<file path="config.mk">
export PLATFORM = sky130hd
export DESIGN_NAME = contiguous_ring_region_manager_flat
export DESIGN_NICKNAME = d
export VERILOG_FILES = /design/src/hdl/crrm_pkg.sv /design/src/hdl/crrm_if.sv /design/src/hdl/crrm_core.sv /design/src/hdl/contiguous_ring_region_manager.sv /design/src/flat_wrapper.sv
export VERILOG_INCLUDE_DIRS = /design/src /design/src/hdl
export SDC_FILE = /design/constraint.sdc
export NUM_CORES = 1
export LEC_CHECK = 0
export BUFFER_PORTS_ARGS = -buffer_cell sky130_fd_sc_hd__clkbuf_2
export CAP_MARGIN = 20
export CORE_MARGIN = 2
export CORE_UTILIZATION = 60
export CTS_CLUSTER_DIAMETER = 200
export CTS_CLUSTER_SIZE = 25
export DETAILED_ROUTE_END_ITERATION = 8
export GPL_ROUTABILITY_DRIVEN = 1
export PLACE_DENSITY = 0.82
export SLEW_MARGIN = 5
export SYNTH_ARGS = -nofsm -noshare
export SYNTH_HDL_FRONTEND = slang
export SYNTH_SLANG_ARGS = --single-unit
</file>
<file path="constraint.sdc">
create_clock -name i_clk -period 7 [get_ports i_clk]
set_input_delay 0.7 -clock i_clk [delete_from_list [all_inputs] [get_ports i_clk]]
set_output_delay 0.7 -clock i_clk [all_outputs]
set_load 0.02 [all_outputs]
</file>
<file path="src/hdl/contiguous_ring_region_manager_defines.svh">
// ----------------------------------------------------------------------------
// contiguous ring region manager assertion macros
// shared property forms for the assertions of the region manager
// ----------------------------------------------------------------------------
`ifndef CONTIGUOUS_RING_REGION_MANAGER_DEFINES_SVH
`define CONTIGUOUS_RING_REGION_MANAGER_DEFINES_SVH

// same cycle implication
`define CRRM_ASSERT_NOW(label, clk, rst_n, ante, cons, msg) \
    label: assert property (@(posedge clk) disable iff (!rst_n) (ante) |-> (cons)) \
        else $error(msg);

// next cycle implication
`define CRRM_ASSERT_NEXT(label, clk, rst_n, ante, cons, msg) \
    label: assert property (@(posedge clk) disable iff (!rst_n) (ante) |=> (cons)) \
        else $error(msg);

`endif

</file>
<file path="src/hdl/crrm_pkg.sv">
`timescale 1ns / 1ps
// ----------------------------------------------------------------------------
// crrm_pkg
// types and constants shared by the ring region manager files
// ----------------------------------------------------------------------------
package crrm_pkg;

    localparam int POS_W = 13;
    localparam int OFF_W = 12;
    localparam int APB_AW = 3;
    localparam int APB_DW = 32;

    localparam logic [POS_W-1:0] BUFFER_SIZE_RST = 13'd4096;
    localparam logic [POS_W-1:0] POS_MAX = {POS_W{1'b1}};

    localparam logic [0:0] REG_BUFFER_SIZE = 1'b0;

    typedef enum logic [1:0] {
        OP_WRITE   = 2'd0,
        OP_QUERY   = 2'd1,
        OP_FINISH  = 2'd2,
        OP_RECOVER = 2'd3
    } t_op;

    typedef enum logic [1:0] {
        ST_AFTER   = 2'd0,
        ST_START   = 2'd1,
        ST_BEFORE  = 2'd2,
        ST_NO_ROOM = 2'd3
    } t_status;

    typedef struct packed {
        t_op              operation;
        logic [POS_W-1:0] length;
        logic [POS_W-1:0] max_need;
    } t_item;

    typedef struct packed {
        t_status          status;
        logic [OFF_W-1:0] region_offset;
        logic [POS_W-1:0] region_size;
        logic [POS_W-1:0] saved_write;
        logic [POS_W-1:0] saved_read;
        logic [POS_W-1:0] saved_end;
    } t_result;

endpackage

</file>
<file path="src/hdl/crrm_if.sv">
`timescale 1ns / 1ps
// ----------------------------------------------------------------------------
// crrm request and response interfaces
// valid/ready channels carrying one operation word and one result word
// ----------------------------------------------------------------------------
interface crrm_req_if import crrm_pkg::*; ();
    logic             valid;
    logic             ready;
    logic [1:0]       operation;
    logic [POS_W-1:0] length;
    logic [POS_W-1:0] max_need;

    modport source (output valid, operation, length, max_need, input ready);
    modport sink (input valid, operation, length, max_need, output ready);
endinterface

interface crrm_rsp_if import crrm_pkg::*; ();
    logic             valid;
    logic             ready;
    logic [1:0]       status;
    logic [OFF_W-1:0] region_offset;
    logic [POS_W-1:0] region_size;
    logic [POS_W-1:0] saved_write;
    logic [POS_W-1:0] saved_read;
    logic [POS_W-1:0] saved_end;

    modport source (output valid, status, region_offset, region_size,
                    saved_write, saved_read, saved_end, input ready);
    modport sink (input valid, status, region_offset, region_size,
                  saved_write, saved_read, saved_end, output ready);
endinterface

</file>
<file path="src/hdl/crrm_core.sv">
`timescale 1ns / 1ps
// ----------------------------------------------------------------------------
// crrm_core
// index state of the ring and the single pass decision for one word
// ----------------------------------------------------------------------------
`include "contiguous_ring_region_manager_defines.svh"

module crrm_core import crrm_pkg::*; (
    input  logic             i_clk,
    input  logic             i_rst_n,
    input  logic             i_commit,
    input  t_item            i_item,
    input  logic [POS_W-1:0] i_size,
    output t_result          o_result
);

    logic [POS_W-1:0] r_write_pos, n_write_pos;
    logic [POS_W-1:0] r_read_pos,  n_read_pos;
    logic [POS_W-1:0] r_end_mark,  n_end_mark;

    logic [POS_W:0] w_plus_len;
    logic [POS_W:0] w_plus_need;
    logic [POS_W:0] r_plus_len;
    logic [POS_W:0] size_ext;
    logic [POS_W:0] r_ext;
    logic [POS_W:0] e_ext;
    logic [POS_W:0] w_ext;
    t_result        res;

    assign w_plus_len  = {1'b0, r_write_pos} + {1'b0, i_item.length};
    assign w_plus_need = {1'b0, r_write_pos} + {1'b0, i_item.max_need};
    assign r_plus_len  = {1'b0, r_read_pos} + {1'b0, i_item.length};
    assign size_ext    = {1'b0, i_size};
    assign r_ext       = {1'b0, r_read_pos};
    assign e_ext       = {1'b0, r_end_mark};
    assign w_ext       = {1'b0, r_write_pos};

    always_comb begin
        res          = '0;
        res.status   = ST_AFTER;
        n_write_pos  = r_write_pos;
        n_read_pos   = r_read_pos;
        n_end_mark   = r_end_mark;
        unique case (i_item.operation)
            OP_WRITE: begin
                res.status = ST_NO_ROOM;
                if (r_write_pos >= r_read_pos) begin
                    if (size_ext > w_plus_len && size_ext > w_plus_need) begin
                        res.status        = ST_AFTER;
                        res.region_offset = r_write_pos[OFF_W-1:0];
                        n_write_pos       = w_plus_len[POS_W-1:0];
                    end else if (r_read_pos > i_item.max_need && r_read_pos > i_item.length) begin
                        res.status  = ST_START;
                        n_end_mark  = r_write_pos;
                        n_write_pos = i_item.length;
                    end
                end else if (r_ext > w_plus_len && r_ext > w_plus_need) begin
                    res.status        = ST_BEFORE;
                    res.region_offset = r_write_pos[OFF_W-1:0];
                    n_write_pos       = w_plus_len[POS_W-1:0];
                end
            end
            OP_QUERY: begin
                if (r_write_pos != r_read_pos) begin
                    if (r_read_pos < r_write_pos) begin
                        res.region_offset = r_read_pos[OFF_W-1:0];
                        res.region_size   = r_write_pos - r_read_pos;
                    end else if (r_end_mark != '0 && r_read_pos < r_end_mark) begin
                        res.region_offset = r_read_pos[OFF_W-1:0];
                        res.region_size   = r_end_mark - r_read_pos;
                    end else if (r_end_mark == '0 && r_read_pos < i_size) begin
                        res.region_offset = r_read_pos[OFF_W-1:0];
                        res.region_size   = i_size - r_read_pos;
                    end else begin
                        res.region_size = r_write_pos;
                    end
                end
            end
            OP_FINISH: begin
                if (r_write_pos > r_read_pos) begin
                    n_read_pos = (r_plus_len > w_ext) ? r_write_pos : r_plus_len[POS_W-1:0];
                end else if (r_end_mark != '0 && r_plus_len < e_ext) begin
                    n_read_pos = r_plus_len[POS_W-1:0];
                end else if (r_end_mark == '0 && r_plus_len < size_ext) begin
                    n_read_pos = r_plus_len[POS_W-1:0];
                end else begin
                    n_read_pos = '0;
                    n_end_mark = '0;
                end
            end
            OP_RECOVER: begin
                res.saved_write = r_write_pos;
                res.saved_read  = r_read_pos;
                res.saved_end   = r_end_mark;
                if (r_read_pos < r_write_pos) begin
                    n_read_pos = r_write_pos;
                end else if (r_read_pos > r_write_pos) begin
                    n_read_pos = r_end_mark;
                end
            end
            default: begin
                res.status = ST_NO_ROOM;
            end
        endcase
    end

    always_ff @(posedge i_clk) begin
        if (!i_rst_n) begin
            r_write_pos <= '0;
            r_read_pos  <= '0;
            r_end_mark  <= '0;
        end else if (i_commit) begin
            r_write_pos <= n_write_pos;
            r_read_pos  <= n_read_pos;
            r_end_mark  <= n_end_mark;
        end
    end

    assign o_result = res;

    `CRRM_ASSERT_NEXT(a_idle_holds, i_clk, i_rst_n, !i_commit, $stable(r_write_pos) && $stable(r_read_pos) && $stable(r_end_mark), "indices moved without a word")
    `CRRM_ASSERT_NEXT(a_no_room_holds, i_clk, i_rst_n, i_commit && i_item.operation == OP_WRITE && res.status == ST_NO_ROOM, $stable(r_write_pos) && $stable(r_read_pos) && $stable(r_end_mark), "failed reserve changed indices")
    `CRRM_ASSERT_NOW(a_empty_query, i_clk, i_rst_n, i_item.operation == OP_QUERY && r_write_pos == r_read_pos, res.region_size == '0 && res.region_offset == '0, "empty ring reported data")

endmodule

</file>
<file path="src/hdl/contiguous_ring_region_manager.sv">
`timescale 1ns / 1ps
// order: a word waits in the request stage until the result stage is free
// throughput: one request word per cycle unless o_rsp stalls; a word's index
//   update is a single compare/add pass between request and result registers
// reset: synchronous active low; indices clear to zero, buffer_size to 4096,
//   no word is held in either stage
// ----------------------------------------------------------------------------
// contiguous_ring_region_manager
// top level: apb register, request stage and result stage around the core
// ----------------------------------------------------------------------------
module contiguous_ring_region_manager import crrm_pkg::*; #(
    parameter int MAX_BYTES = 4096
) (
    input  logic              i_clk,
    input  logic              i_rst_n,
    input  logic              psel,
    input  logic              penable,
    input  logic              pwrite,
    input  logic [APB_AW-1:0] paddr,
    input  logic [APB_DW-1:0] pwdata,
    output logic [APB_DW-1:0] prdata,
    output logic              pready,
    crrm_req_if.sink          i_req,
    crrm_rsp_if.source        o_rsp
);

    localparam logic [POS_W-1:0] SIZE_CLAMP =
        (MAX_BYTES > int'(POS_MAX)) ? POS_MAX : POS_W'(MAX_BYTES);

    logic [POS_W-1:0] r_buffer_size;
    logic [POS_W-1:0] eff_size;
    logic             reg_sel;

    logic    r_s1_vld;
    t_item   r_s1_item;
    logic    r_out_vld;
    t_result r_out;
    t_result core_res;
    logic    out_free;
    logic    s1_adv;

    assign pready  = 1'b1;
    assign reg_sel = (paddr[APB_AW-1:2] == REG_BUFFER_SIZE);
    assign prdata  = reg_sel ? {{(APB_DW-POS_W){1'b0}}, r_buffer_size} : '0;

    always_ff @(posedge i_clk) begin
        if (!i_rst_n) begin
            r_buffer_size <= BUFFER_SIZE_RST;
        end else if (psel && penable && pwrite && pready && reg_sel) begin
            r_buffer_size <= pwdata[POS_W-1:0];
        end
    end

    always_comb begin
        if (r_buffer_size == '0) begin
            eff_size = POS_W'(1);
        end else if (r_buffer_size > SIZE_CLAMP) begin
            eff_size = SIZE_CLAMP;
        end else begin
            eff_size = r_buffer_size;
        end
    end

    assign out_free    = !r_out_vld || o_rsp.ready;
    assign s1_adv      = r_s1_vld && out_free;
    assign i_req.ready = !r_s1_vld || out_free;

    always_ff @(posedge i_clk) begin
        if (!i_rst_n) begin
            r_s1_vld <= 1'b0;
        end else if (i_req.ready) begin
            r_s1_vld <= i_req.valid;
        end
    end

    always_ff @(posedge i_clk) begin
        if (i_req.ready && i_req.valid) begin
            r_s1_item.operation <= t_op'(i_req.operation);
            r_s1_item.length    <= i_req.length;
            r_s1_item.max_need  <= i_req.max_need;
        end
    end

    crrm_core u_core (
        .i_clk    (i_clk),
        .i_rst_n  (i_rst_n),
        .i_commit (s1_adv),
        .i_item   (r_s1_item),
        .i_size   (eff_size),
        .o_result (core_res)
    );

    always_ff @(posedge i_clk) begin
        if (!i_rst_n) begin
            r_out_vld <= 1'b0;
        end else if (out_free) begin
            r_out_vld <= r_s1_vld;
        end
    end

    always_ff @(posedge i_clk) begin
        if (s1_adv) begin
            r_out <= core_res;
        end
    end

    assign o_rsp.valid         = r_out_vld;
    assign o_rsp.status        = r_out.status;
    assign o_rsp.region_offset = r_out.region_offset;
    assign o_rsp.region_size   = r_out.region_size;
    assign o_rsp.saved_write   = r_out.saved_write;
    assign o_rsp.saved_read    = r_out.saved_read;
    assign o_rsp.saved_end     = r_out.saved_end;

endmodule
</file>
<file path="src/flat_wrapper.sv">
// flat-port wrapper written by rule: the top's interface ports become plain ports
module contiguous_ring_region_manager_flat import crrm_pkg::*;
#(
    parameter int MAX_BYTES = 4096
)
  (i_clk, i_rst_n, psel, penable, pwrite, paddr, pwdata, prdata, pready, i_req_valid, i_req_operation, i_req_length, i_req_max_need, i_req_ready, o_rsp_valid, o_rsp_status, o_rsp_region_offset, o_rsp_region_size, o_rsp_saved_write, o_rsp_saved_read, o_rsp_saved_end, o_rsp_ready);
  crrm_req_if i_req_i ();
  crrm_rsp_if o_rsp_i ();
  input  logic i_clk;
  input  logic i_rst_n;
  input  logic psel;
  input  logic penable;
  input  logic pwrite;
  input  logic [APB_AW-1:0] paddr;
  input  logic [APB_DW-1:0] pwdata;
  output logic [APB_DW-1:0] prdata;
  output logic pready;
  input wire logic [$bits(i_req_i.valid)-1:0] i_req_valid;
  input wire logic [$bits(i_req_i.operation)-1:0] i_req_operation;
  input wire logic [$bits(i_req_i.length)-1:0] i_req_length;
  input wire logic [$bits(i_req_i.max_need)-1:0] i_req_max_need;
  output wire logic [$bits(i_req_i.ready)-1:0] i_req_ready;
  output wire logic [$bits(o_rsp_i.valid)-1:0] o_rsp_valid;
  output wire logic [$bits(o_rsp_i.status)-1:0] o_rsp_status;
  output wire logic [$bits(o_rsp_i.region_offset)-1:0] o_rsp_region_offset;
  output wire logic [$bits(o_rsp_i.region_size)-1:0] o_rsp_region_size;
  output wire logic [$bits(o_rsp_i.saved_write)-1:0] o_rsp_saved_write;
  output wire logic [$bits(o_rsp_i.saved_read)-1:0] o_rsp_saved_read;
  output wire logic [$bits(o_rsp_i.saved_end)-1:0] o_rsp_saved_end;
  input wire logic [$bits(o_rsp_i.ready)-1:0] o_rsp_ready;
  assign i_req_i.valid = i_req_valid;
  assign i_req_i.operation = i_req_operation;
  assign i_req_i.length = i_req_length;
  assign i_req_i.max_need = i_req_max_need;
  assign i_req_ready = i_req_i.ready;
  assign o_rsp_valid = o_rsp_i.valid;
  assign o_rsp_status = o_rsp_i.status;
  assign o_rsp_region_offset = o_rsp_i.region_offset;
  assign o_rsp_region_size = o_rsp_i.region_size;
  assign o_rsp_saved_write = o_rsp_i.saved_write;
  assign o_rsp_saved_read = o_rsp_i.saved_read;
  assign o_rsp_saved_end = o_rsp_i.saved_end;
  assign o_rsp_i.ready = o_rsp_ready;
  contiguous_ring_region_manager #(.MAX_BYTES(MAX_BYTES)) u_core (.i_clk(i_clk), .i_rst_n(i_rst_n), .psel(psel), .penable(penable), .pwrite(pwrite), .paddr(paddr), .pwdata(pwdata), .prdata(prdata), .pready(pready), .i_req(i_req_i), .o_rsp(o_rsp_i));
endmodule
</file>
# After elaboration in Yosys (flattened, before gate mapping)
# Cells that the tools add are included.
dict set report totals {
  in_bits 70
  latch_bits 0
  register_bits 148
  ram_bits 0
  rom_bits 0
  n_memories 0
  out_inout_bits 101
}
dict set report classes {
  n_mul 0
  shift 0
  reduce_logical 27
  order_cmp 16
  n_bitwise 1
  div 0
  n_eq_ne 12
  mux 32
  n_addsub 6
}
# cell count
set ops {}
lappend ops {{two-way mux 13 bit} 21}
lappend ops {{two-way mux 25 bit} 3}
lappend ops {{> comparator 13 x 14 -> 1 bit} 4}
lappend ops {{> comparator 13 bit} 4}
lappend ops {{one-hot mux 13 bit (2 select lines)} 2}
lappend ops {{adder 13 x 13 -> 14 bit} 3}
lappend ops {{less-than comparator 13 bit} 3}
lappend ops {{subtractor 13 bit} 3}
lappend ops {{less-than comparator 14 x 13 -> 1 bit} 2}
lappend ops {{zero test 13 bit} 2}
lappend ops {{two-way mux 12 bit} 2}
lappend ops {{one-hot mux 12 bit (2 select lines)} 1}
lappend ops {{> comparator 14 x 13 -> 1 bit} 1}
lappend ops {{two-way mux 14 bit} 1}
lappend ops {{greater-or-equal comparator 13 bit} 1}
lappend ops {{> comparator 13 bit (second input constant)} 1}
lappend ops {{!= test 13 bit} 1}
lappend ops {{nonzero test 13 bit} 1}
lappend ops {{logical AND 1 bit} 12}
lappend ops {{!= test 2 bit (second input constant)} 6}
lappend ops {{AND reduction 8 bit} 1}
lappend ops {{nonzero test 2 bit} 3}
lappend ops {{equality test 2 bit (second input constant)} 2}
lappend ops {{two-way mux 2 bit} 2}
lappend ops {{10 further kinds} 12}

# Depth between registers and ports, before layout
# Gate-level depths: netlist of the first run.
dict set report logic_depth {
  word_depth 10
  depth_mapped 23
}

# Cells and area by module
# A second synthesis of the first run with hierarchy kept.
dict set report hier_totals {
  cells_unflattened 1397
  hier_area_um2 12879.9
}
# mod cells_per_inst area_per_inst_um2 seq_area_each_um2 instances
set modules_own_cells {}
lappend modules_own_cells {crrm_core 1183 9092.5 780.7 1}
lappend modules_own_cells {contiguous_ring_region_manager 214 3787.4 3123.0 1}

# Worst setup path after synthesis of the first run
# Ideal clock, no wire load.
dict set report synth_path {
  kind {input -> register}
  start {input port o_rsp_ready}
  end {register u_core.u_core.r_write_pos[11]}
  setup_time_ns 0.116
  path_stages 8
  required_ns 6.884
  slack_ns 1.792
  arrival_ns 5.092
  path_cell_list {nor2b_1 nor2b_1 nand2b_1 a41oi_2 o21a_1 buf_6 nand2_4 o211a_1}
}
dict set report synth_via {
  elab_chain_cells 3
}
# element line
set synth_rtl {}
lappend synth_rtl {{start, declared} flat_wrapper.sv:30} ;# input wire logic [$bits(o_rsp_i.ready)-1:0] o_rsp_ready;
lappend synth_rtl {{logical OR 1 bit} contiguous_ring_region_manager.sv:64} ;# assign out_free = !r_out_vld || o_rsp.ready;
lappend synth_rtl {{logical AND 1 bit} contiguous_ring_region_manager.sv:65} ;# assign s1_adv = r_s1_vld && out_free;
lappend synth_rtl {{via u_core.s1_adv} contiguous_ring_region_manager.sv:40} ;# logic s1_adv;
lappend synth_rtl {{AND reduction 4 bit (no line)} -}
lappend synth_rtl {{end signal, assigned} crrm_core.sv:113} ;# r_write_pos <= n_write_pos;
lappend synth_rtl {{end, declared} crrm_core.sv:17} ;# logic [POS_W-1:0] r_write_pos, n_write_pos;
# The timed path passes the listed nets, and every way through them passes these cells.
# A chain may end at the register's enable or synchronous reset.

==> metrics.md, run 1 <==
| Metric | Value |
|---|---|
| Worst slew pin tran | 1.072 ns |
| CP Data Arrival Time | 6.06 ns |
| First-pass detailed-route iteration total | 6 |
| Detailed Place HPWL | 31880 um |
| Ant diodes | 0 |
| Initial antenna violation count | 0 |
| Postcts setup bufs | 0 |
| Gr ovfl total | 0 |
| Total core area | 21150 um^2 |
| Die X | 151.2 um |
| Vias | 12178 |
| Worst-Skew Late Latency | 0.44 ns |
| CTS tree | built |
| Crit-path max FO | 15 |
| 1st-iter DRT viols | 1558 |
| Final core utilization | 68.16% |
| Mean Syn Cell Area | 9.158 um^2 |
| Setup TNS | 0 ns |
| LEAKAGE | 6.216 nW |
| Cell Rows | 53 |
| Vias per cell | 6.666 |
| Clock Skew | 0.01649 ns |
| CP Class | reg -> reg |
| Fin nets | 1800 |
| Worst Setup Slack post-DPL | 1.500 ns |
| Post-route DRC | 0 |
| Average routed wire per standard cell | 23.54 um |
| Worst Hold Class | in -> reg |
| Worst-path clk slew | 0.08 ns |
| PnR worst setup slack | 1.242 ns |
| Post-CTS Resized | 0 |
| Warnings from Yosys | 0 |
| CTS sink count | 148 |
| Final Hold Violating Endpoints | 0 |
| EDFF count, synth | 94 |
| PD cells | 224.4 nW/um^2 |
| Final setup viols | 0 |
| CTS root buffer | clkbuf_16 |
| MaxCap Viol Count | 0 |
| Hold-fix buffers, CTS | 0 |
| RD Place Congestion | 1.004 |
| Synthesis-to-layout area growth | 10.87% |
| Fraction of registers with async set/reset | 0% |
| Sequential share of the synthesized area | 30.02% |
| DP Cell Count | 1793 |
| Max-slew headroom | 28.06% |
| Fin crit period | 5.758 ns |
| Cell Area, Synth | 13000 um^2 |
| RSZ-0062 raised after global routing | no |
| Worst setup SP type | flip-flop |
| Final Slew Violations | 0 |
| Die ar. | 22870 um^2 |
| Peak VDD IR | 0.1778 mV |
| Synth Instances | 1420 |
| Register area | 3904 um^2 |
| Longest Clk Path Bufs | 2 |
| Tcrit/Tclk final | 82.26% |
| Register bit count reported by yosys | 148 |
| Num CTS Buffers | 17 |
| Remaining antenna violation count | 0 |
| IO Count | 171 |
| Initial Util | 61.47% |
| Largest net degree at the start of global routing | 67 |
| Vias in the first global route | 11234 |
| Most used DFF post-synth | edfxtp_1 |
| First-pass GRT wire length | 63240 um |
| Outcome | finished clean |
| WL final | 43000 um |
| Total GRT Usage | 37.35% |
| Final cell count without fillers | 1827 |
| Share of layout cells above drive strength 1 | 15.53% |
| Filler cell count | 1703 |
| Die extent in y | 151.2 um |
| Post-synth cell types | 103 |
| IO buf count | 129 |
| CP endpoint kind | flip-flop |
| # H-tree levels | 4 |
| Fmax achieved | 173.7 MHz |
| Multi-input logic area | 8359 um^2 |
| Req. time, crit path | 7.30 ns |
[state kept, by name, indices dropped and copies added (netlist names), 2 cells and up]
signal,cells
u_core.o_rsp.status,2
u_core.u_core.r_read_pos,13
u_core.u_core.r_write_pos,13
u_core.o_rsp.region_size,13
u_core.o_rsp.saved_read,13
u_core.r_buffer_size,13
u_core.o_rsp.region_offset,12
u_core.o_rsp.saved_end,13
u_core.u_core.r_end_mark,13
u_core.r_s1_item,28
u_core.o_rsp.saved_write,13
[kinds of logic after synthesis]
| group | count (synthesis) | synth area share, % |
|---|---|---|
| buffers and inverters | 179 | 6.273 |
| XOR/XNOR | 49 | 3.300 |
| AO/OA/AOI/OAI | 420 | 23.41 |
| adder cells (fa/ha/maj) | 194 | 18.90 |
| multiplexers | 23 | 1.857 |
| flip-flops | 148 | 30.02 |
| AND/OR/NAND/NOR | 405 | 16.18 |
| other | 2 | 0.05775 |
[power breakdown]
group | switching, W | total, W | internal (W)
Combinational | 0.000810 | 0.00127 | 0.000459
Sequential | 0.0000525 | 0.00102 | 0.000972
Clock | 0.000458 | 0.000940 | 0.000483
[metal layers]
layer / share of wire (%) / track usage [%]
met5: 0 / 0
met4: 6.8 / 21.21
met3: 12 / 6.988
met2: 44 / 58.48
met1: 38 / 48.44
[layout make-up]
class,count,share of cell area [%]
flip-flops and latches,148,27.08
inverters,115,3.011
clock buffers,17,2.951
well taps,275,2.387
clock inverters,15,1.232
repair buffers,146,5.363
multi-input cells,1111,57.98
[through the flow]
step | hold WS [ns] | total power, W | instance area [um^2]
3_3_place_gp | 0.4655 | 0.002218 | 13800
2_1_floorplan | 0.4442 | 0.001939 | 13070
4_1_cts | 0.4243 | 0.003173 | 14400
6_report | 0.4223 | 0.003235 | 14420
5_1_grt | 0.4229 | 0.003349 | 14420
3_5_place_dp | 0.4678 | 0.002243 | 13800
[synthesized netlist by cell type (all sizes together), types with 27 or more instances]
cell | count | share of area (%)
o21ai | 72 | 2.8
a21o | 28 | 1.6
clkbuf | 27 | 0.78
edfxtp | 94 | 22
ha | 186 | 18
nand2 | 94 | 2.8
nand3 | 30 | 1.2
inv | 114 | 3.3
buf | 37 | 2.2
xnor2 | 28 | 1.9
nor2b | 34 | 1.6
a21oi | 107 | 4.2
nor3 | 31 | 1.2
a221oi | 38 | 2.9
dfxtp | 54 | 8.3
nor2 | 107 | 3.1
[final timing paths]
| path | startpoint | end | slack [ns] | depth (start not counted) |
|---|---|---|---|---|
| hold reg to reg | u_core.r_buffer_size[0]$_SDFFE_PN0P_ | u_core.r_buffer_size[0]$_SDFFE_PN0P_ | 0.48 | 2 |
| setup reg to reg | u_core.u_core.r_write_pos[0]$_SDFFE_PN0P_ | u_core.o_rsp.region_offset[2]$_DFFE_PP_ | 1.24 | 21 |
| hold / removal | i_req_length[2] | u_core.r_s1_item[15]$_DFFE_PP_ | 0.42 | 1 |
| setup / recovery | u_core.u_core.r_write_pos[0]$_SDFFE_PN0P_ | u_core.o_rsp.region_offset[2]$_DFFE_PP_ | 1.24 | 21 |
[critical path, cell delays in order (launching register included)]
cell,delay (ns)
dfxtp_1,0.64
ha_1,0.32
inv_1,0.08
fa_1,0.42
nor2b_1,0.12
o21ai_0,0.11
a21oi_1,0.19
o21ai_0,0.15
a21boi_0,0.20
o21ai_0,0.14
a21oi_1,0.28
o41ai_1,0.13
xor2_1,0.18
ha_1,0.34
inv_1,0.06
o21ai_0,0.23
a2111oi_2,0.08
nor4_2,0.45
nand4_2,0.29
nand2_2,0.39
nor3b_4,0.57
a22o_1,0.27
[cell usage in the layout (no fill, tap or decap), types with 13 or more instances in the layout]
cell type,n
buf_4,16
mux2i_1,16
o21ai_0,59
nand4_1,19
a22o_1,25
o21ai_1,13
xor2_1,21
o21a_1,26
inv_1,108
dfxtp_1,54
a221oi_1,30
ha_1,186
nor3_1,30
clkbuf_2,129
clkbuf_16,17
a211oi_1,17
nor2_1,105
nand2b_1,17
nand3_1,30
a21oi_1,104
conb_1,20
nor2b_1,33
xnor2_1,28
edfxtp_1,94
nand2_1,92
a21o_1,28
Power figures use the tool's default switching activity.
==> inputs of run 2 (changes only) <==
Settings changed: CORE_UTILIZATION 60 to 54, PLACE_DENSITY 0.82 to 0.78.
Clock period 7 ns to 5.1 ns, I/O delays scaled along.
==> metrics.md, run 2 (synthesized netlist as in run 1, its figures left out) <==
| Metric | Value |
|---|---|
| Outcome | finished clean (unchanged) |
| Cell Rows | 56 (was 53) |
| Worst-path clk slew | 0.08 ns (about the same) |
| 1st-iter DRT viols | 1336 (was 1558) |
| Initial antenna violation count | 0 (unchanged) |
| DP Cell Count | 1898 (was 1793) |
| First-pass GRT wire length | 67230 um (was 63240 um) |
| Worst-Skew Late Latency | 0.45 ns (was 0.44 ns) |
| Critical-path top delay cell | dfxtp_1 (unchanged) |
| Largest net degree at the start of global routing | 67 (unchanged) |
| IO Count | 171 (unchanged) |
| Vias | 12258 (was 12178) |
| Gr ovfl total | 0 (unchanged) |
| Vias in the first global route | 11817 (was 11234) |
| Setup TNS | 0 ns (unchanged) |
| Synthesis-to-layout area growth | 15.30% (was 10.87%) |
| Total core area | 23540 um^2 (was 21150 um^2) |
| Tcrit/Tclk final | 96.66% (was 82.26%) |
| Reg with most FFs | u_core.r_s1_item (unchanged) |
| Most used cell, CP | nor4_2 (was o21ai_0) |
| Crit path cell chain | ha_1, inv_1, fa_1, nor2b_1, o21ai_1, a21oi_1, o21ai_1, a21boi_1, o21ai_0, a21oi_1, o41ai_2, xor2_1, ha_1, nand4_1, nor4_2, nand2_1, mux2i_1, nor4_2, and4_1, nor4_2, buf_4, nor3_2, buf_4, a22o_1 (was ha_1, inv_1, fa_1, nor2b_1, o21ai_0, a21oi_1, o21ai_0, a21boi_0, o21ai_0, a21oi_1, o41ai_1, xor2_1, ha_1, inv_1, o21ai_0, a2111oi_2, nor4_2, nand4_2, nand2_2, nor3b_4, a22o_1) |
| Longest Clk Path Bufs | 2 (unchanged) |
| CP Data Arrival Time | 5.26 ns (was 6.06 ns) |
| Final Slew Violations | 0 (unchanged) |
| PD cells | 305.9 nW/um^2 (was 224.4 nW/um^2) |
| Most frequent cells in the layout | ha_1, clkbuf_2, inv_1, nor2_1, a21oi_1 (unchanged) |
| Num CTS Buffers | 17 (unchanged) |
| Die extent in y | 159.2 um (was 151.2 um) |
| RD Place Congestion | 1.034 (was 1.004) |
| Max-slew headroom | 31.66% (was 28.06%) |
| Fin crit period | 4.930 ns (was 5.758 ns) |
| IO buf count | 129 (unchanged) |
| Average routed wire per standard cell | 23.24 um (was 23.54 um) |
| Hold-fix buffers, CTS | 0 (unchanged) |
| # H-tree levels | 4 (unchanged) |
| Worst Setup Slack post-DPL | 0.1199 ns (was 1.500 ns) |
| Crit path buf inv count | 3 (was 2) |
| Fin nets | 1860 (was 1800) |
| Total GRT Usage | 34.62% (was 37.35%) |
| Worst setup SP type | flip-flop (unchanged) |
| Max reg flops | 28 (unchanged) |
| Crit-path max FO | 13 (was 15) |
| Clock Skew | 0.01488 ns (was 0.01649 ns) |
| CTS sink count | 148 (unchanged) |
| CP Class | reg -> reg (unchanged) |
| Final cell count without fillers | 1931 (was 1827) |
| Fmax achieved | 202.8 MHz (was 173.7 MHz) |
| Share of layout cells above drive strength 1 | 19.17% (was 15.53%) |
| Initial Util | 55.23% (was 61.47%) |
| Peak VDD IR | 0.2183 mV (was 0.1778 mV) |
| MaxCap Viol Count | 0 (unchanged) |
| Worst hold slack | 0.2324 ns (was 0.4223 ns) |
| Worst slew pin tran | 1.023 ns (was 1.072 ns) |
| Filler cell count | 1978 (was 1703) |
| Final Hold Violating Endpoints | 0 (unchanged) |
| Ant diodes | 0 (unchanged) |
| CTS tree | built (unchanged) |
| Crit-path leading delay family | simple AND/OR/NAND/NOR gates (unchanged) |
| Register area | 3904 um^2 (unchanged) |
| Final setup viols | 0 (unchanged) |
| Detailed Place HPWL | 34410 um (was 31880 um) |
| Remaining antenna violation count | 0 (unchanged) |
| Die X | 159.2 um (was 151.2 um) |
| LEAKAGE | 6.542 nW (was 6.216 nW) |
| PnR worst setup slack | 0.1702 ns (was 1.242 ns) |
| Multi-input logic area | 8417 um^2 (was 8359 um^2) |
| WL final | 44880 um (was 43000 um) |
| Req. time, crit path | 5.43 ns (was 7.30 ns) |
| Vias per cell | 6.348 (was 6.666) |
| Die ar. | 25340 um^2 (was 22870 um^2) |
| Worst Hold Class | in -> reg (unchanged) |
| Most common cell after layout, fill and taps aside | ha_1 (unchanged) |
| CP endpoint kind | flip-flop (unchanged) |
| First-pass detailed-route iteration total | 6 (unchanged) |
| Delay of the slowest critical-path stage | 0.44 ns (was 0.64 ns) |
| CTS root buffer | clkbuf_16 (unchanged) |
| Post-route DRC | 0 (unchanged) |
## run 2: layout make-up
type / instances / area share, %
clock buffer: 17 / 2.837
sequential: 148 / 26.04
clock inverter: 15 / 1.185
tap: 319 / 2.662
multi-input combinational: 1111 / 56.14
timing repair buffer: 206 / 8.245
inverter: 115 / 2.896
## run 2: where the power goes
part           total, W  leakage, nW  internal [W]  switching [W]
logic           0.00188         4.90      0.000730        0.00114
registers       0.00138         1.35       0.00133      0.0000481
clock network   0.00133        0.296      0.000705       0.000623
## run 2: worst reg2reg max path, stage by stage, from the launching register on
cell and delay (ns):
dfxtp_1 0.44, ha_1 0.21, inv_1 0.06, fa_1 0.41, nor2b_1 0.13, o21ai_1 0.08
a21oi_1 0.22, o21ai_1 0.10, a21boi_1 0.17, o21ai_0 0.13, a21oi_1 0.22, o41ai_2 0.10
xor2_1 0.18, ha_1 0.32, nand4_1 0.11, nor4_2 0.36, nand2_1 0.09, mux2i_1 0.23
nor4_2 0.09, and4_1 0.26, nor4_2 0.25, buf_4 0.17, nor3_2 0.04, buf_4 0.20
a22o_1 0.25
## run 2: worst paths after layout
| path | from | end | slack [ns] | depth (start not counted) |
|---|---|---|---|---|
| max | u_core.u_core.r_write_pos[0]$_SDFFE_PN0P_ | u_core.u_core.r_end_mark[9]$_SDFFE_PN0P_ | 0.17 | 24 |
| min | i_req_length[4] | u_core.r_s1_item[17]$_DFFE_PP_ | 0.23 | 1 |
| max reg2reg | u_core.u_core.r_write_pos[0]$_SDFFE_PN0P_ | u_core.u_core.r_end_mark[9]$_SDFFE_PN0P_ | 0.17 | 24 |
| min reg2reg | u_core.r_buffer_size[0]$_SDFFE_PN0P_ | u_core.r_buffer_size[0]$_SDFFE_PN0P_ | 0.48 | 2 |
## run 2: metal layers
layer	track usage (%)	vias up	wire length, um
met4	19.88	0	3098
met5	0	-	0
met3	7.762	196	4778
met1	43.25	5717	17340
li1	-	5654	-
met2	55.32	691	19660
## run 2: what timing repair did
| action | 4_1_cts | 5_1_grt |
|---|---|---|
| buffers inserted | 0 | 1 |
| setup endpoints to repair | 0 | 48 |
| hold endpoints to repair | 0 | 0 |
| gates resized for setup | 0 | 13 |
## run 2: through the flow
step | area, um^2 | util [%] | total power [W]
global placement | 14310 | 60.79 | 0.003157
floorplan | 13070 | - | 0.002661
detailed placement | 14310 | 60.79 | 0.003188
global route | 14990 | 63.69 | 0.004763
CTS | 14920 | 63.36 | 0.004499
finish | 14990 | 63.69 | 0.004586
==> inputs of run 3 (changes only) <==
Settings changed: BUFFER_PORTS_ARGS -buffer_cell sky130_fd_sc_hd__clkbuf_2 to -buffer_cell sky130_fd_sc_hd__buf_2, MAX_ROUTING_LAYER from default to met4, PLACE_DENSITY 0.78 to 0.8.
==> metrics.md, run 3 (synthesized netlist as in run 1, its figures left out) <==
| Metric | Value |
|---|---|
| Worst slew pin tran | 0.9784 ns (was 1.023 ns) |
| 1st-iter DRT viols | 1422 (was 1336) |
| First-pass detailed-route iteration total | 6 (unchanged) |
| Clock Skew | 0.01238 ns (was 0.01488 ns) |
| Fmax achieved | 203.9 MHz (was 202.8 MHz) |
| Final Slew Violations | 0 (unchanged) |
| Filler cell count | 1992 (was 1978) |
| CP endpoint kind | flip-flop (unchanged) |
| Req. time, crit path | 5.28 ns (was 5.43 ns) |
| Gr ovfl total | 0 (unchanged) |
| Vias per cell | 6.396 (was 6.348) |
| Initial antenna violation count | 2 (was 0) |
| IO buf count | 129 (unchanged) |
| Worst Hold Class | in -> reg (unchanged) |
| CTS tree | built (unchanged) |
| Worst setup SP type | flip-flop (unchanged) |
| Die X | 159.2 um (unchanged) |
| Detailed Place HPWL | 35000 um (was 34410 um) |
| Crit path buf inv count | 3 (unchanged) |
| CTS root buffer | clkbuf_16 (unchanged) |
| Count of cells along the worst register-to-register path | 23 (was 24) |
| Reg2reg start | u_core.u_core.r_write_pos[0]$_SDFFE_PN0P_ (unchanged) |
| Cell Rows | 56 (unchanged) |
| # H-tree levels | 4 (unchanged) |
| Vias | 12402 (was 12258) |
| Flop2flop setup slack | 0.20 ns (was 0.17 ns) |
| Peak VDD IR | 0.2100 mV (was 0.2183 mV) |
| Max-slew headroom | 34.64% (was 31.66%) |
| Vias in the first global route | 11754 (was 11817) |
| Total core area | 23540 um^2 (unchanged) |
| Outcome | finished clean (unchanged) |
| RSZ-0062 raised after global routing | no |
| Longest Clk Path Bufs | 2 (unchanged) |
| Worst-Skew Late Latency | 0.44 ns (was 0.45 ns) |
| Tcrit/Tclk final | 96.15% (was 96.66%) |
| Most common cell after layout, fill and taps aside | ha_1 (unchanged) |
| IO Count | 171 (unchanged) |
| Die extent in y | 159.2 um (unchanged) |
| Setup TNS | 0 ns (unchanged) |
| Fin crit period | 4.904 ns (was 4.930 ns) |
| PnR worst setup slack | 0.1962 ns (was 0.1702 ns) |
| Largest net degree at the start of global routing | 65 (was 67) |
| Max reg flops | 28 (unchanged) |
| Initial Util | 55.23% (unchanged) |
| Remaining antenna violation count | 0 (unchanged) |
| WL final | 45190 um (was 44880 um) |
| Share of layout cells above drive strength 1 | 19.34% (was 19.17%) |
| Post-route DRC | 0 (unchanged) |
| Most frequent cells in the layout | ha_1, buf_2, inv_1, nor2_1, a21oi_1 (was ha_1, clkbuf_2, inv_1, nor2_1, a21oi_1) |
| Hold EP | u_core.r_s1_item[4]$_DFFE_PP_ (was u_core.r_s1_item[17]$_DFFE_PP_) |
| MaxCap Viol Count | 0 (unchanged) |
| Die ar. | 25340 um^2 (unchanged) |
| Crit path cell chain | ha_1, inv_1, fa_1, nor2b_1, o21ai_0, a21oi_1, o21ai_1, a21boi_0, o21ai_1, a21oi_2, o41ai_2, xor2_1, buf_4, ha_1, or3_1, a221oi_1, o21ai_0, o211ai_1, nor3_1, a21oi_1, nor3b_4, buf_12, a22o_1 (was ha_1, inv_1, fa_1, nor2b_1, o21ai_1, a21oi_1, o21ai_1, a21boi_1, o21ai_0, a21oi_1, o41ai_2, xor2_1, ha_1, nand4_1, nor4_2, nand2_1, mux2i_1, nor4_2, and4_1, nor4_2, buf_4, nor3_2, buf_4, a22o_1) |
| Final setup viols | 0 (unchanged) |
| First-pass GRT wire length | 68370 um (was 67230 um) |
| Reg with most FFs | u_core.r_s1_item (unchanged) |
| Crit-path max FO | 12 (was 13) |
| CP Data Arrival Time | 5.08 ns (was 5.26 ns) |
| Worst Setup Slack post-DPL | 0.06568 ns (was 0.1199 ns) |
| Worst-path clk slew | 0.07 ns (was 0.08 ns) |
| RD Place Congestion | 1.054 (was 1.034) |
| Final core utilization | 63.90% (was 63.69%) |
| Hold Startpoint | i_req_max_need[4] (was i_req_length[4]) |
| LEAKAGE | 6.564 nW (was 6.542 nW) |
| Delay of the slowest critical-path stage | 0.46 ns (was 0.44 ns) |
| Num CTS Buffers | 17 (unchanged) |
| Fin nets | 1866 (was 1860) |
| Reg2reg end | u_core.o_rsp.region_offset[0]$_DFFE_PP_ (was u_core.u_core.r_end_mark[9]$_SDFFE_PN0P_) |
| Average routed wire per standard cell | 23.30 um (was 23.24 um) |
| PD cells | 306.1 nW/um^2 (was 305.9 nW/um^2) |
| Total GRT Usage | 36.17% (was 34.62%) |
| CP Class | reg -> reg (unchanged) |
| Crit-path leading delay family | compound AO/OA/AOI/OAI gates (was simple AND/OR/NAND/NOR gates) |
| Synthesis-to-layout area growth | 15.69% (was 15.30%) |
| Final Hold Violating Endpoints | 0 (unchanged) |
| Worst Hold Depth | 1 (unchanged) |
| Critical-path top delay cell | dfxtp_1 (unchanged) |
| CTS sink count | 148 (unchanged) |
[run 3: worst max path at each step]
stage,startpoint,to,slack (ns),cells after the start
4_1_cts,u_core.r_s1_item[0]$_DFFE_PP_,u_core.u_core.r_end_mark[6]$_SDFFE_PN0P_,0.03,22
3_3_place_gp,u_core.r_s1_item[0]$_DFFE_PP_,u_core.u_core.r_end_mark[10]$_SDFFE_PN0P_,0.19,22
2_1_floorplan,o_rsp_ready,u_core.u_core.r_write_pos[11]$_SDFFE_PN0P_,0.08,8
5_1_grt,u_core.r_s1_item[13]$_DFFE_PP_,u_core.u_core.r_end_mark[0]$_SDFFE_PN0P_,0.01,23
3_5_place_dp,u_core.r_s1_item[0]$_DFFE_PP_,u_core.u_core.r_end_mark[8]$_SDFFE_PN0P_,0.07,22
6_report,u_core.u_core.r_write_pos[0]$_SDFFE_PN0P_,u_core.o_rsp.region_offset[0]$_DFFE_PP_,0.20,23
[run 3: metrics by stage]
step                std cells  cell area (um^2)  power (W)  hold slack, ns
detailed placement       1901             14340   0.003177          0.4617
finish                   1939             15040   0.004606          0.2403
global placement         1901             14340   0.003151          0.4593
floorplan                1438             13070   0.002661          0.4442
CTS                      1933             14950   0.004520          0.2346
global route             1939             15040   0.004794          0.2292
[run 3: metal layers]
layer  vias up  global-route usage, %  wire length, um
met4         0                  19.79             3054
met5         -                      -                0
met1      5733                  44.75            17520
met3       197                  8.909             5008
li1       5660                      -                -
met2       812                  54.39            19610
[run 3: area by class of cell]
class                      count  area (um^2)  share of cell area, %
antenna                        2        5.005                0.03327
clock buffer                  17        425.4                  2.828
clock inverter                15        185.2                  1.231
inverter                     115        434.2                  2.886
multi-input combinational   1111         8397                  55.81
sequential                   148         3905                  25.96
tap                          319        399.1                  2.653
timing repair buffer         212         1294                  8.599
[run 3: worst reg2reg max path, cell delays in order (launching register included)]
cell	delay, ns
dfxtp_1	0.46
ha_1	0.25
inv_1	0.07
fa_1	0.39
nor2b_1	0.12
o21ai_0	0.11
a21oi_1	0.24
o21ai_1	0.12
a21boi_0	0.24
o21ai_1	0.13
a21oi_2	0.19
o41ai_2	0.09
xor2_1	0.16
buf_4	0.15
ha_1	0.17
or3_1	0.36
a221oi_1	0.20
o21ai_0	0.14
o211ai_1	0.11
nor3_1	0.13
a21oi_1	0.33
nor3b_4	0.08
buf_12	0.16
a22o_1	0.26
[run 3: repair_timing]
item                                    4_1_cts  5_1_grt
hold buffers                                  0        0
resized for setup                             0       12
setup buffers                                 0        4
endpoints found under the setup margin        0       49
[run 3: report_power, final]
group	switching, W	internal [W]
registers	0.0000457	0.00133
clock network	0.000600	0.000746
logic	0.00115	0.000732
total	0.00179	0.00281
